<file path="src/sv/i2c_master_bit_sequencer_assert.svh">
// Assertion macros used by the sequencer's skid buffer.
`ifndef I2C_MASTER_BIT_SEQUENCER_ASSERT_SVH
`define I2C_MASTER_BIT_SEQUENCER_ASSERT_SVH

// Check a property on every clock edge outside reset.
`define I2CMS_ASSERT(lbl, prop) \
    lbl: assert property (@(posedge i_clk) disable iff (!i_rst_n) (prop)) \
        else $error("i2cms assertion failed");

// Check that a condition is followed by another in the next cycle.
`define I2CMS_ASSERT_NEXT(lbl, pre, post) \
    lbl: assert property (@(posedge i_clk) disable iff (!i_rst_n) (pre) |=> (post)) \
        else $error("i2cms assertion failed");

`endif

</file>
<file path="src/sv/i2cms_pkg.sv">
// Types, codes and timing tables of the I2C master bit sequencer.
package i2cms_pkg;

    localparam int BYTE_BITS = 8;
    localparam logic [7:0] ACK_TIMEOUT_RESET = 8'd250;

    typedef enum logic [2:0] {
        OP_START = 3'd0,
        OP_STOP  = 3'd1,
        OP_WRITE = 3'd2,
        OP_WAIT  = 3'd3,
        OP_READ  = 3'd4
    } t_op;

    typedef enum logic [4:0] {
        PH_IDLE = 5'd0,
        PH_ST_A = 5'd1,
        PH_ST_B = 5'd2,
        PH_ST_C = 5'd3,
        PH_ST_D = 5'd4,
        PH_SP_A = 5'd5,
        PH_SP_B = 5'd6,
        PH_SP_C = 5'd7,
        PH_WR_A = 5'd8,
        PH_WR_B = 5'd9,
        PH_WR_C = 5'd10,
        PH_WR_D = 5'd11,
        PH_WA_A = 5'd12,
        PH_WA_B = 5'd13,
        PH_WA_P = 5'd14,
        PH_RD_A = 5'd15,
        PH_RD_B = 5'd16,
        PH_RD_C = 5'd17,
        PH_AK_A = 5'd18,
        PH_AK_B = 5'd19,
        PH_AK_C = 5'd20
    } t_phase;

    typedef struct packed {
        logic       scl_level;
        logic       sda_level;
        logic       sda_driving;
        logic       busy_res;
        logic       done_res;
        logic [7:0] rx_byte;
        logic       ack_failed;
    } t_res;

    // Ticks spent in each segment.
    function automatic logic [2:0] seg_len(input t_phase ph);
        logic [2:0] len;
        case (ph)
            PH_IDLE: len = 3'd1;
            PH_ST_A: len = 3'd2;
            PH_ST_B: len = 3'd5;
            PH_ST_C: len = 3'd4;
            PH_ST_D: len = 3'd2;
            PH_SP_A: len = 3'd2;
            PH_SP_B: len = 3'd5;
            PH_SP_C: len = 3'd4;
            PH_WR_A: len = 3'd2;
            PH_WR_B: len = 3'd4;
            PH_WR_C: len = 3'd2;
            PH_WR_D: len = 3'd2;
            PH_WA_A: len = 3'd2;
            PH_WA_B: len = 3'd2;
            PH_WA_P: len = 3'd1;
            PH_RD_A: len = 3'd5;
            PH_RD_B: len = 3'd2;
            PH_RD_C: len = 3'd2;
            PH_AK_A: len = 3'd2;
            PH_AK_B: len = 3'd4;
            PH_AK_C: len = 3'd2;
            default: len = 3'd0;
        endcase
        return len;
    endfunction

endpackage

</file>
<file path="src/sv/i2cms_cmd_if.sv">
// Command channel: one tick word with optional command and sampled SDA.
interface i2cms_cmd_if;
    logic       valid;
    logic       ready;
    logic       cmd_valid;
    logic [2:0] op;
    logic [7:0] tx_byte;
    logic       send_ack;
    logic       sda_in;

    modport source (output valid, cmd_valid, op, tx_byte, send_ack, sda_in, input ready);
    modport sink   (input valid, cmd_valid, op, tx_byte, send_ack, sda_in, output ready);
endinterface

</file>
<file path="src/sv/i2cms_res_if.sv">
// Result channel: pin levels and status for one tick.
interface i2cms_res_if;
    logic       valid;
    logic       ready;
    logic       scl_level;
    logic       sda_level;
    logic       sda_driving;
    logic       busy_res;
    logic       done_res;
    logic [7:0] rx_byte;
    logic       ack_failed;

    modport source (output valid, scl_level, sda_level, sda_driving, busy_res, done_res,
                    rx_byte, ack_failed, input ready);
    modport sink   (input valid, scl_level, sda_level, sda_driving, busy_res, done_res,
                    rx_byte, ack_failed, output ready);
endinterface

</file>
<file path="src/sv/i2cms_core.sv">
// Sequencer state and one-tick next-state and result logic.
module i2cms_core
    import i2cms_pkg::*;
(
    input  logic       i_clk,
    input  logic       i_rst_n,
    input  logic       i_cfg_we,
    input  logic [7:0] i_cfg_wdata,
    input  logic       i_fire,
    input  logic       i_cmd_valid,
    input  logic [2:0] i_op,
    input  logic [7:0] i_tx_byte,
    input  logic       i_send_ack,
    input  logic       i_sda_in,
    output t_res       o_res
);

    logic [7:0] r_ack_timeout;
    t_phase     r_phase,   n_phase;
    logic [2:0] r_wait,    n_wait;
    logic [3:0] r_bit,     n_bit;
    logic [7:0] r_shift,   n_shift;
    logic [7:0] r_tcount,  n_tcount;
    logic       r_ack_sel, n_ack_sel;
    logic       r_scl,     n_scl;
    logic       r_sda,     n_sda;
    logic       r_drv,     n_drv;
    logic [7:0] r_rx,      n_rx;
    logic       r_fail,    n_fail;

    always_comb begin
        logic busy;
        logic done;
        n_phase   = r_phase;
        n_wait    = r_wait;
        n_bit     = r_bit;
        n_shift   = r_shift;
        n_tcount  = r_tcount;
        n_ack_sel = r_ack_sel;
        n_scl     = r_scl;
        n_sda     = r_sda;
        n_drv     = r_drv;
        n_rx      = r_rx;
        n_fail    = r_fail;
        busy      = 1'b0;
        done      = 1'b0;

        // Take a new command only while idle; bad op codes are dropped.
        if (r_phase == PH_IDLE && i_cmd_valid && (i_op inside {[OP_START:OP_READ]})) begin
            n_shift   = (i_op == OP_WRITE) ? i_tx_byte : 8'd0;
            n_ack_sel = i_send_ack;
            n_bit     = 4'd0;
            n_tcount  = 8'd0;
            n_wait    = 3'd0;
            case (i_op)
                OP_START: n_phase = PH_ST_A;
                OP_STOP:  n_phase = PH_SP_A;
                OP_WRITE: n_phase = PH_WR_A;
                OP_WAIT:  n_phase = PH_WA_A;
                OP_READ:  n_phase = PH_RD_A;
                default:  n_phase = PH_IDLE;
            endcase
        end

        if (n_phase != PH_IDLE) begin
            busy = 1'b1;
            if (n_phase == PH_WA_P) begin
                if (!i_sda_in) begin
                    n_scl   = 1'b0;
                    n_fail  = 1'b0;
                    n_phase = PH_IDLE;
                    done    = 1'b1;
                end else begin
                    if (n_tcount != 8'hFF) n_tcount = n_tcount + 8'd1;
                    // Timed out: run a stop with SCL still high.
                    if (n_tcount >= r_ack_timeout) begin
                        n_fail  = 1'b1;
                        n_phase = PH_SP_A;
                        n_wait  = 3'd0;
                    end
                end
            end else begin
                // Set the pins on the first tick of a segment.
                if (n_wait == 3'd0) begin
                    case (n_phase)
                        PH_ST_A: begin n_drv = 1'b1; n_sda = 1'b1; end
                        PH_ST_B: n_scl = 1'b1;
                        PH_ST_C: n_sda = 1'b0;
                        PH_ST_D: n_scl = 1'b0;
                        PH_SP_A: begin n_drv = 1'b1; n_sda = 1'b0; end
                        PH_SP_B: n_scl = 1'b1;
                        PH_SP_C: n_sda = 1'b1;
                        PH_WR_A: begin n_drv = 1'b1; n_sda = n_shift[BYTE_BITS-1]; end
                        PH_WR_B: n_scl = 1'b1;
                        PH_WR_C: n_scl = 1'b0;
                        PH_WR_D: n_scl = 1'b0;
                        PH_WA_A: begin n_drv = 1'b0; n_sda = 1'b1; end
                        PH_WA_B: n_scl = 1'b1;
                        PH_RD_A: begin n_drv = 1'b0; n_scl = 1'b0; end
                        PH_RD_B: n_scl = 1'b1;
                        PH_RD_C: n_shift = {n_shift[BYTE_BITS-2:0], i_sda_in};
                        PH_AK_A: begin
                            n_scl = 1'b0;
                            n_drv = 1'b1;
                            n_sda = ~n_ack_sel;
                        end
                        PH_AK_B: n_scl = 1'b1;
                        PH_AK_C: n_scl = 1'b0;
                        default: ;
                    endcase
                end
                n_wait = n_wait + 3'd1;
                if (n_wait >= seg_len(n_phase)) begin
                    n_wait = 3'd0;
                    case (n_phase)
                        PH_ST_A: n_phase = PH_ST_B;
                        PH_ST_B: n_phase = PH_ST_C;
                        PH_ST_C: n_phase = PH_ST_D;
                        PH_SP_A: n_phase = PH_SP_B;
                        PH_SP_B: n_phase = PH_SP_C;
                        PH_WR_A: n_phase = PH_WR_B;
                        PH_WR_B: n_phase = PH_WR_C;
                        PH_WR_C: begin
                            n_shift = {n_shift[BYTE_BITS-2:0], 1'b0};
                            n_bit   = n_bit + 4'd1;
                            n_phase = (n_bit < 4'(BYTE_BITS)) ? PH_WR_A : PH_WR_D;
                        end
                        PH_WA_A: n_phase = PH_WA_B;
                        PH_WA_B: n_phase = PH_WA_P;
                        PH_RD_A: n_phase = PH_RD_B;
                        PH_RD_B: n_phase = PH_RD_C;
                        PH_RD_C: begin
                            n_bit = n_bit + 4'd1;
                            if (n_bit < 4'(BYTE_BITS)) begin
                                n_phase = PH_RD_A;
                            end else begin
                                n_rx    = n_shift;
                                n_phase = PH_AK_A;
                            end
                        end
                        PH_AK_A: n_phase = PH_AK_B;
                        PH_AK_B: n_phase = PH_AK_C;
                        default: n_phase = PH_IDLE;
                    endcase
                    if (n_phase == PH_IDLE) done = 1'b1;
                end
            end
        end

        o_res.scl_level   = n_scl;
        o_res.sda_level   = n_sda;
        o_res.sda_driving = n_drv;
        o_res.busy_res    = busy;
        o_res.done_res    = done;
        o_res.rx_byte     = n_rx;
        o_res.ack_failed  = n_fail;
    end

    always_ff @(posedge i_clk) begin
        if (!i_rst_n) begin
            r_ack_timeout <= ACK_TIMEOUT_RESET;
            r_phase       <= PH_IDLE;
            r_wait        <= 3'd0;
            r_bit         <= 4'd0;
            r_shift       <= 8'd0;
            r_tcount      <= 8'd0;
            r_ack_sel     <= 1'b0;
            r_scl         <= 1'b1;
            r_sda         <= 1'b1;
            r_drv         <= 1'b1;
            r_rx          <= 8'd0;
            r_fail        <= 1'b0;
        end else begin
            if (i_cfg_we) r_ack_timeout <= i_cfg_wdata;
            if (i_fire) begin
                r_phase   <= n_phase;
                r_wait    <= n_wait;
                r_bit     <= n_bit;
                r_shift   <= n_shift;
                r_tcount  <= n_tcount;
                r_ack_sel <= n_ack_sel;
                r_scl     <= n_scl;
                r_sda     <= n_sda;
                r_drv     <= n_drv;
                r_rx      <= n_rx;
                r_fail    <= n_fail;
            end
        end
    end

endmodule

</file>
<file path="src/sv/i2cms_skid.sv">
// Two-entry result buffer: output register plus skid register.
`include "i2c_master_bit_sequencer_assert.svh"

module i2cms_skid
    import i2cms_pkg::*;
(
    input  logic i_clk,
    input  logic i_rst_n,
    input  logic i_push,
    input  t_res i_data,
    output logic o_ready,
    output logic o_valid,
    input  logic i_take,
    output t_res o_data
);

    logic r_out_valid;
    logic r_skid_valid;
    t_res r_out;
    t_res r_skid;
    logic take;

    assign take    = r_out_valid && i_take;
    assign o_ready = !r_skid_valid;
    assign o_valid = r_out_valid;
    assign o_data  = r_out;

    always_ff @(posedge i_clk) begin
        if (!i_rst_n) begin
            r_out_valid  <= 1'b0;
            r_skid_valid <= 1'b0;
        end else if (r_skid_valid) begin
            // Advance the parked word once the output is taken.
            if (take) r_skid_valid <= 1'b0;
        end else if (i_push) begin
            if (r_out_valid && !take) r_skid_valid <= 1'b1;
            else r_out_valid <= 1'b1;
        end else if (take) begin
            r_out_valid <= 1'b0;
        end
    end

    always_ff @(posedge i_clk) begin
        if (r_skid_valid) begin
            if (take) r_out <= r_skid;
        end else if (i_push) begin
            if (r_out_valid && !take) r_skid <= i_data;
            else r_out <= i_data;
        end
    end

    `I2CMS_ASSERT(a_skid_behind_out, !r_skid_valid || r_out_valid)
    `I2CMS_ASSERT_NEXT(a_stall_parks, i_push && r_out_valid && !i_take, r_skid_valid)
    `I2CMS_ASSERT_NEXT(a_skid_advances, r_skid_valid && i_take,
                       !r_skid_valid && r_out_valid && (r_out == $past(r_skid)))

endmodule

</file>
<file path="src/sv/i2c_master_bit_sequencer.sv">
// Top level of the I2C master bit sequencer.
//
//  channel  | dir | handshake   | word
//  ---------+-----+-------------+---------------------------------------------
//  i_cmd    | in  | valid/ready | cmd_valid, op, tx_byte, send_ack, sda_in
//  o_res    | out | valid/ready | scl/sda levels, sda_driving, busy, done, rx, fail
//  cfg      | in  | we only     | ack timeout ticks, 8 bits
//
// One tick word is accepted per cycle while input ready is high; its result is registered in the buffer.
// The sequencer state and pin latches step in the core on each accepted word.
// Reset (synchronous, active low) idles the sequencer with SCL and SDA high and driven.
// A stalled result parks in a skid register; input ready drops only when both fill.
module i2c_master_bit_sequencer
    import i2cms_pkg::*;
(
    input  logic       i_clk,
    input  logic       i_rst_n,
    input  logic       i_cfg_we,
    input  logic [7:0] i_cfg_wdata,
    i2cms_cmd_if.sink  i_cmd,
    i2cms_res_if.source o_res
);

    logic fire;
    logic in_ready;
    t_res core_res;
    t_res out_res;

    assign i_cmd.ready = in_ready;
    assign fire        = i_cmd.valid && in_ready;

    i2cms_core u_core (
        .i_clk       (i_clk),
        .i_rst_n     (i_rst_n),
        .i_cfg_we    (i_cfg_we),
        .i_cfg_wdata (i_cfg_wdata),
        .i_fire      (fire),
        .i_cmd_valid (i_cmd.cmd_valid),
        .i_op        (i_cmd.op),
        .i_tx_byte   (i_cmd.tx_byte),
        .i_send_ack  (i_cmd.send_ack),
        .i_sda_in    (i_cmd.sda_in),
        .o_res       (core_res)
    );

    i2cms_skid u_skid (
        .i_clk   (i_clk),
        .i_rst_n (i_rst_n),
        .i_push  (fire),
        .i_data  (core_res),
        .o_ready (in_ready),
        .o_valid (o_res.valid),
        .i_take  (o_res.ready),
        .o_data  (out_res)
    );

    assign o_res.scl_level   = out_res.scl_level;
    assign o_res.sda_level   = out_res.sda_level;
    assign o_res.sda_driving = out_res.sda_driving;
    assign o_res.busy_res    = out_res.busy_res;
    assign o_res.done_res    = out_res.done_res;
    assign o_res.rx_byte     = out_res.rx_byte;
    assign o_res.ack_failed  = out_res.ack_failed;

endmodule

</file>
<file path="src/flat_wrapper.sv">
// flat-port wrapper written by rule: the top's interface ports become plain ports
module i2c_master_bit_sequencer_flat import i2cms_pkg::*;
  (i_clk, i_rst_n, i_cfg_we, i_cfg_wdata, i_cmd_valid, i_cmd_cmd_valid, i_cmd_op, i_cmd_tx_byte, i_cmd_send_ack, i_cmd_sda_in, i_cmd_ready, o_res_valid, o_res_scl_level, o_res_sda_level, o_res_sda_driving, o_res_busy_res, o_res_done_res, o_res_rx_byte, o_res_ack_failed, o_res_ready);
  i2cms_cmd_if i_cmd_i ();
  i2cms_res_if o_res_i ();
  input  logic i_clk;
  input  logic i_rst_n;
  input  logic i_cfg_we;
  input  logic [7:0] i_cfg_wdata;
  input wire logic [$bits(i_cmd_i.valid)-1:0] i_cmd_valid;
  input wire logic [$bits(i_cmd_i.cmd_valid)-1:0] i_cmd_cmd_valid;
  input wire logic [$bits(i_cmd_i.op)-1:0] i_cmd_op;
  input wire logic [$bits(i_cmd_i.tx_byte)-1:0] i_cmd_tx_byte;
  input wire logic [$bits(i_cmd_i.send_ack)-1:0] i_cmd_send_ack;
  input wire logic [$bits(i_cmd_i.sda_in)-1:0] i_cmd_sda_in;
  output wire logic [$bits(i_cmd_i.ready)-1:0] i_cmd_ready;
  output wire logic [$bits(o_res_i.valid)-1:0] o_res_valid;
  output wire logic [$bits(o_res_i.scl_level)-1:0] o_res_scl_level;
  output wire logic [$bits(o_res_i.sda_level)-1:0] o_res_sda_level;
  output wire logic [$bits(o_res_i.sda_driving)-1:0] o_res_sda_driving;
  output wire logic [$bits(o_res_i.busy_res)-1:0] o_res_busy_res;
  output wire logic [$bits(o_res_i.done_res)-1:0] o_res_done_res;
  output wire logic [$bits(o_res_i.rx_byte)-1:0] o_res_rx_byte;
  output wire logic [$bits(o_res_i.ack_failed)-1:0] o_res_ack_failed;
  input wire logic [$bits(o_res_i.ready)-1:0] o_res_ready;
  assign i_cmd_i.valid = i_cmd_valid;
  assign i_cmd_i.cmd_valid = i_cmd_cmd_valid;
  assign i_cmd_i.op = i_cmd_op;
  assign i_cmd_i.tx_byte = i_cmd_tx_byte;
  assign i_cmd_i.send_ack = i_cmd_send_ack;
  assign i_cmd_i.sda_in = i_cmd_sda_in;
  assign i_cmd_ready = i_cmd_i.ready;
  assign o_res_valid = o_res_i.valid;
  assign o_res_scl_level = o_res_i.scl_level;
  assign o_res_sda_level = o_res_i.sda_level;
  assign o_res_sda_driving = o_res_i.sda_driving;
  assign o_res_busy_res = o_res_i.busy_res;
  assign o_res_done_res = o_res_i.done_res;
  assign o_res_rx_byte = o_res_i.rx_byte;
  assign o_res_ack_failed = o_res_i.ack_failed;
  assign o_res_i.ready = o_res_ready;
  i2c_master_bit_sequencer u_core (.i_clk(i_clk), .i_rst_n(i_rst_n), .i_cfg_we(i_cfg_we), .i_cfg_wdata(i_cfg_wdata), .i_cmd(i_cmd_i), .o_res(o_res_i));
endmodule
</file>
<file path="config.mk">
export PLATFORM = sky130hd
export DESIGN_NAME = i2c_master_bit_sequencer_flat
export DESIGN_NICKNAME = d
export VERILOG_FILES = /design/src/sv/i2cms_pkg.sv /design/src/sv/i2cms_cmd_if.sv /design/src/sv/i2cms_res_if.sv /design/src/sv/i2cms_core.sv /design/src/sv/i2cms_skid.sv /design/src/sv/i2c_master_bit_sequencer.sv /design/src/flat_wrapper.sv
export VERILOG_INCLUDE_DIRS = /design/src /design/src/sv
export SDC_FILE = /design/constraint.sdc
export NUM_CORES = 1
export LEC_CHECK = 0
export CORE_ASPECT_RATIO = 0.5
export CORE_UTILIZATION = 60
export DETAILED_ROUTE_END_ITERATION = 8
export DONT_BUFFER_PORTS = 1
export PLACE_DENSITY = 0.76
export SKIP_LAST_GASP = 1
export SLEW_MARGIN = 20
export SYNTH_ARGS = -nofsm -noshare
export SYNTH_HDL_FRONTEND = slang
export SYNTH_SLANG_ARGS = --single-unit
</file>
<file path="constraint.sdc">
create_clock -name i_clk -period 9.3 [get_ports i_clk]
set_input_delay 0.465 -clock i_clk [delete_from_list [all_inputs] [get_ports i_clk]]
set_output_delay 0.465 -clock i_clk [all_outputs]
set_load 0.05 [all_outputs]
</file>
==> key figures <==
Outcome
  – Status: finished clean

Placement
  – RD Place Congestion: 0.931
  – Port bufs: 0
  – Dpl ws: 4.23 ns
  – Post-DP HPWL: 8640 µm

Worst setup path
  – Worst r2r src: u_core.u_core.r_phase[1]$_SDFFE_PN0P_
  – Worst Reg-to-Reg Cells: 15
  – Setup Crit Path Kind: register to register
  – Setup crit start kind: register
  – CP endpoint kind: register
  – Critical Path Max Stage Delay: 0.78 ns
  – Critical path cell sequence: nor4_2, nand3_1, and2_1, ha_1, and3_1, nand4_1, o21ai_0, ha_1, a2111oi_0, nand2_1, o21ai_0, a31oi_1, a21oi_1, nor2_1, a32o_1
  – Buf/Inv on CP: 0
  – Arr. time, crit path: 5.45 ns
  – Worst path top cell family by delay: simple AND/OR/NAND/NOR gates
  – R2r setup slk: around 4 ns
  – Req. time, crit path: 9.54 ns
  – Critical path's slowest cell: nand3_1
  – Worst r2r dst: u_core.u_core.r_phase[0]$_SDFFE_PN0P_
  – Crit Path Max Fanout: 26

Final layout
  – Layout overhead on the synthesized area: 6.30%
  – # nets final: ~600
  – # diodes: 0
  – Most frequent cells in the layout: nand2_1, dfxtp_1, o21ai_0
  – Fill cells: 660
  – Share of layout cells above drive strength 1: 9.84%
  – Commonest non-fill, non-tap cell in the layout: nand2_1

Logic synthesis
  – FFs w/ async S/R, synth: 0%
  – Register area share after synthesis: between 30% and 40%
  – Synthesis-stage register bit count: 79
  – Ranking of synthesized cells by area: dfxtp_1, edfxtp_1, nand2_1
  – Mapped Cells: 576
  – Avg Cell Area, Syn: 8.55 µm²
  – Post-Syn Area: about 5000 µm²
  – Ys Warns: 0
  – Top-area cell type share of the netlist area: 20.7%
  – Ys flop type: dfxtp_1
  – Largest area contributor in the netlist: dfxtp_1
  – EDFF count, synth: 28
  – Distinct cells, synth: 70
  – Post-synthesis net count: 618

Global route
  – All-layer global routing usage: 31.2%
  – First-pass GRT wire length: approximately 20,000 µm
  – Largest net degree at the start of global routing: 58
  – Initial antenna violation count: 0
  – Overflow after GRT: 0
  – Vias in the first global route: between 3,000 and 4,000

Timing
  – Skew final: 0.00421 ns
  – Final Hold Fails: 0
  – RSZ-0062 raised after global routing: no
  – Setup TNS: 0 ns
  – Max-slew headroom: 23.2%
  – Slew of the pin with the lowest slew margin: 1.15 ns
  – Fmax: 0.192 GHz
  – Endpoints failing setup: 0
  – Final WS setup: 4.09 ns
  – Tmin final: between 5 and 6 ns
  – Tcrit/Tclk final: 56.0%
  – Max Slew Vio Count: 0

Clock tree
  – CTS H-tree lvls: 3
  – Clock buffer depth: 2
  – TritonCTS clock tree: built
  – Clock transition at path regs: 0.07 ns
  – Clock root buffer: clkbuf_16
  – Num CTS Buffers: 9
  – Clock latency on the worst-skew pair: about 0.34 ns
  – Clock sink count: 79
  – Resized cells post-CTS: 0
  – Hold-fix buffers, CTS: 0
  – Setup bufs post-CTS: 0

Min path
  – Hold Crit Start: i_rst_n
  – Hold crit path type: primary input to register
  – Hold Path Stages: 1
  – Worst Hold Path EP: u_core.u_core.r_ack_timeout[1]$_SDFFE_PN1P_

Drt
  – Routed vias: ~4,300
  – Vias per cell: about 6.5
  – Wire per inst: approximately 19 µm
  – Final antenna-violating net count: 0
  – DRT Wirelength: 12,400 µm
  – Drc violations: 0
  – DR iter-0 viols: roughly 440
  – Pre-Repair DR Iteration Count: 6

Floorplanning
  – Die X-Extent: 130 µm
  – I/O pin cnt: 43
  – Initial core utilization: 64.6%
  – Core Box Area: 7620 µm²
  – Die Area: 8600 µm²
  – Die H: 66.1 µm
  – Std-Cell Rows: 22

Pwr
  – Power consumption: 1.17 mW
  – Cell Pwr Density: 224 nW/µm²
  – Leak: 1.93 nW
  – VDD IR max: roughly 0.00012 V

Run
  – Max-cap viol count: 0
## final cells by class
class	count	area, µm²	share of cell area [%]
clock buffers	9	225	4.30
clock inverters	7	88.8	1.70
inverters	17	63.8	1.22
multi-input cells	443	2830	54.1
flip-flops and latches	79	1860	35.6
well taps	108	135	2.58
repair buffers	4	30.0	0.574
## kinds of logic (layout without fill, tap and decap cells)
group | count (synthesis) | count (layout) | synth area share, %
AO/OA/AOI/OAI | 175 | 175 | 24.0
XOR/XNOR | 6 | 6 | 1.07
adder cells (fa/ha/maj) | 15 | 15 | 3.81
buffers and inverters | 54 | 37 | 4.73
flip-flops | 79 | 79 | 37.8
multiplexers | 32 | 32 | 7.04
AND/OR/NAND/NOR | 215 | 215 | 21.6
## synthesized netlist by cell type (all sizes together) (5+ instances only)
| cell | count |
|---|---|
| nand4 | 5 |
| o31ai | 9 |
| nor2b | 16 |
| o21ai | 48 |
| a31oi | 11 |
| mux2i | 11 |
| nor2 | 44 |
| inv | 17 |
| o211ai | 10 |
| nand3 | 13 |
| dfxtp | 51 |
| and2 | 9 |
| nand2 | 69 |
| nand2b | 7 |
| nor3 | 18 |
| ha | 15 |
| clkbuf | 29 |
| mux2 | 21 |
| a21boi | 16 |
| edfxtp | 28 |
| a221oi | 6 |
| a22oi | 7 |
| and3 | 15 |
| a21oi | 29 |
| buf | 8 |
## state kept, by name (all words and copies together) (netlist names), 3 cells and up
name and flops:
u_core.u_core.r_ack_timeout 8, u_core.u_core.r_bit 4, u_core.u_core.r_phase 5, u_core.u_core.r_rx 8, u_core.u_core.r_shift 8, u_core.u_core.r_tcount 8, u_core.u_core.r_wait 3, u_core.u_skid.o_data 14
u_core.u_skid.r_skid 14
## per-layer routing
metal,track usage [%],vias up,share of wire [%]
met2,48.0,215,42
li1,-,2075,-
met3,7.61,31,9.7
met1,43.3,2012,47
met4,8.58,0,1.8
met5,0,-,0
## power by group
group	internal [mW]	total, mW	switching [mW]
logic	0.120	0.368	0.249
registers	0.388	0.439	0.0504
clock network	0.213	0.368	0.154
total	0.721	1.17	0.454
## metrics by stage
step / cell area (µm²) / instances / hold slack, ns / util (%)
after global placement: 4920 / 651 / 0.442 / 64.5
after floorplan: 4920 / 576 / 0.431 / -
after detailed placement: 4920 / 651 / 0.445 / 64.5
final: 5240 / 667 / 0.218 / 68.7
after CTS: 5240 / 667 / 0.203 / 68.7
after global routing: 5240 / 667 / 0.221 / 68.7
## how the worst max path moves through the flow
stage	startpoint	end	cells past startpoint
finish	u_core.u_core.r_phase[1]$_SDFFE_PN0P_	u_core.u_core.r_phase[0]$_SDFFE_PN0P_	15
CTS	u_core.u_core.r_phase[1]$_SDFFE_PN0P_	u_core.u_core.r_phase[0]$_SDFFE_PN0P_	15
global placement	u_core.u_core.r_phase[1]$_SDFFE_PN0P_	u_core.u_skid.o_data[0]$_DFFE_PP_	12
detailed placement	u_core.u_core.r_phase[1]$_SDFFE_PN0P_	u_core.u_core.r_phase[0]$_SDFFE_PN0P_	13
global route	u_core.u_core.r_phase[1]$_SDFFE_PN0P_	u_core.u_core.r_phase[0]$_SDFFE_PN0P_	13
floorplan	u_core.u_core.r_phase[1]$_SDFFE_PN0P_	u_core.u_core.r_phase[0]$_SDFFE_PN0P_	18
Note: power is estimated with default switching activity, not from simulation.
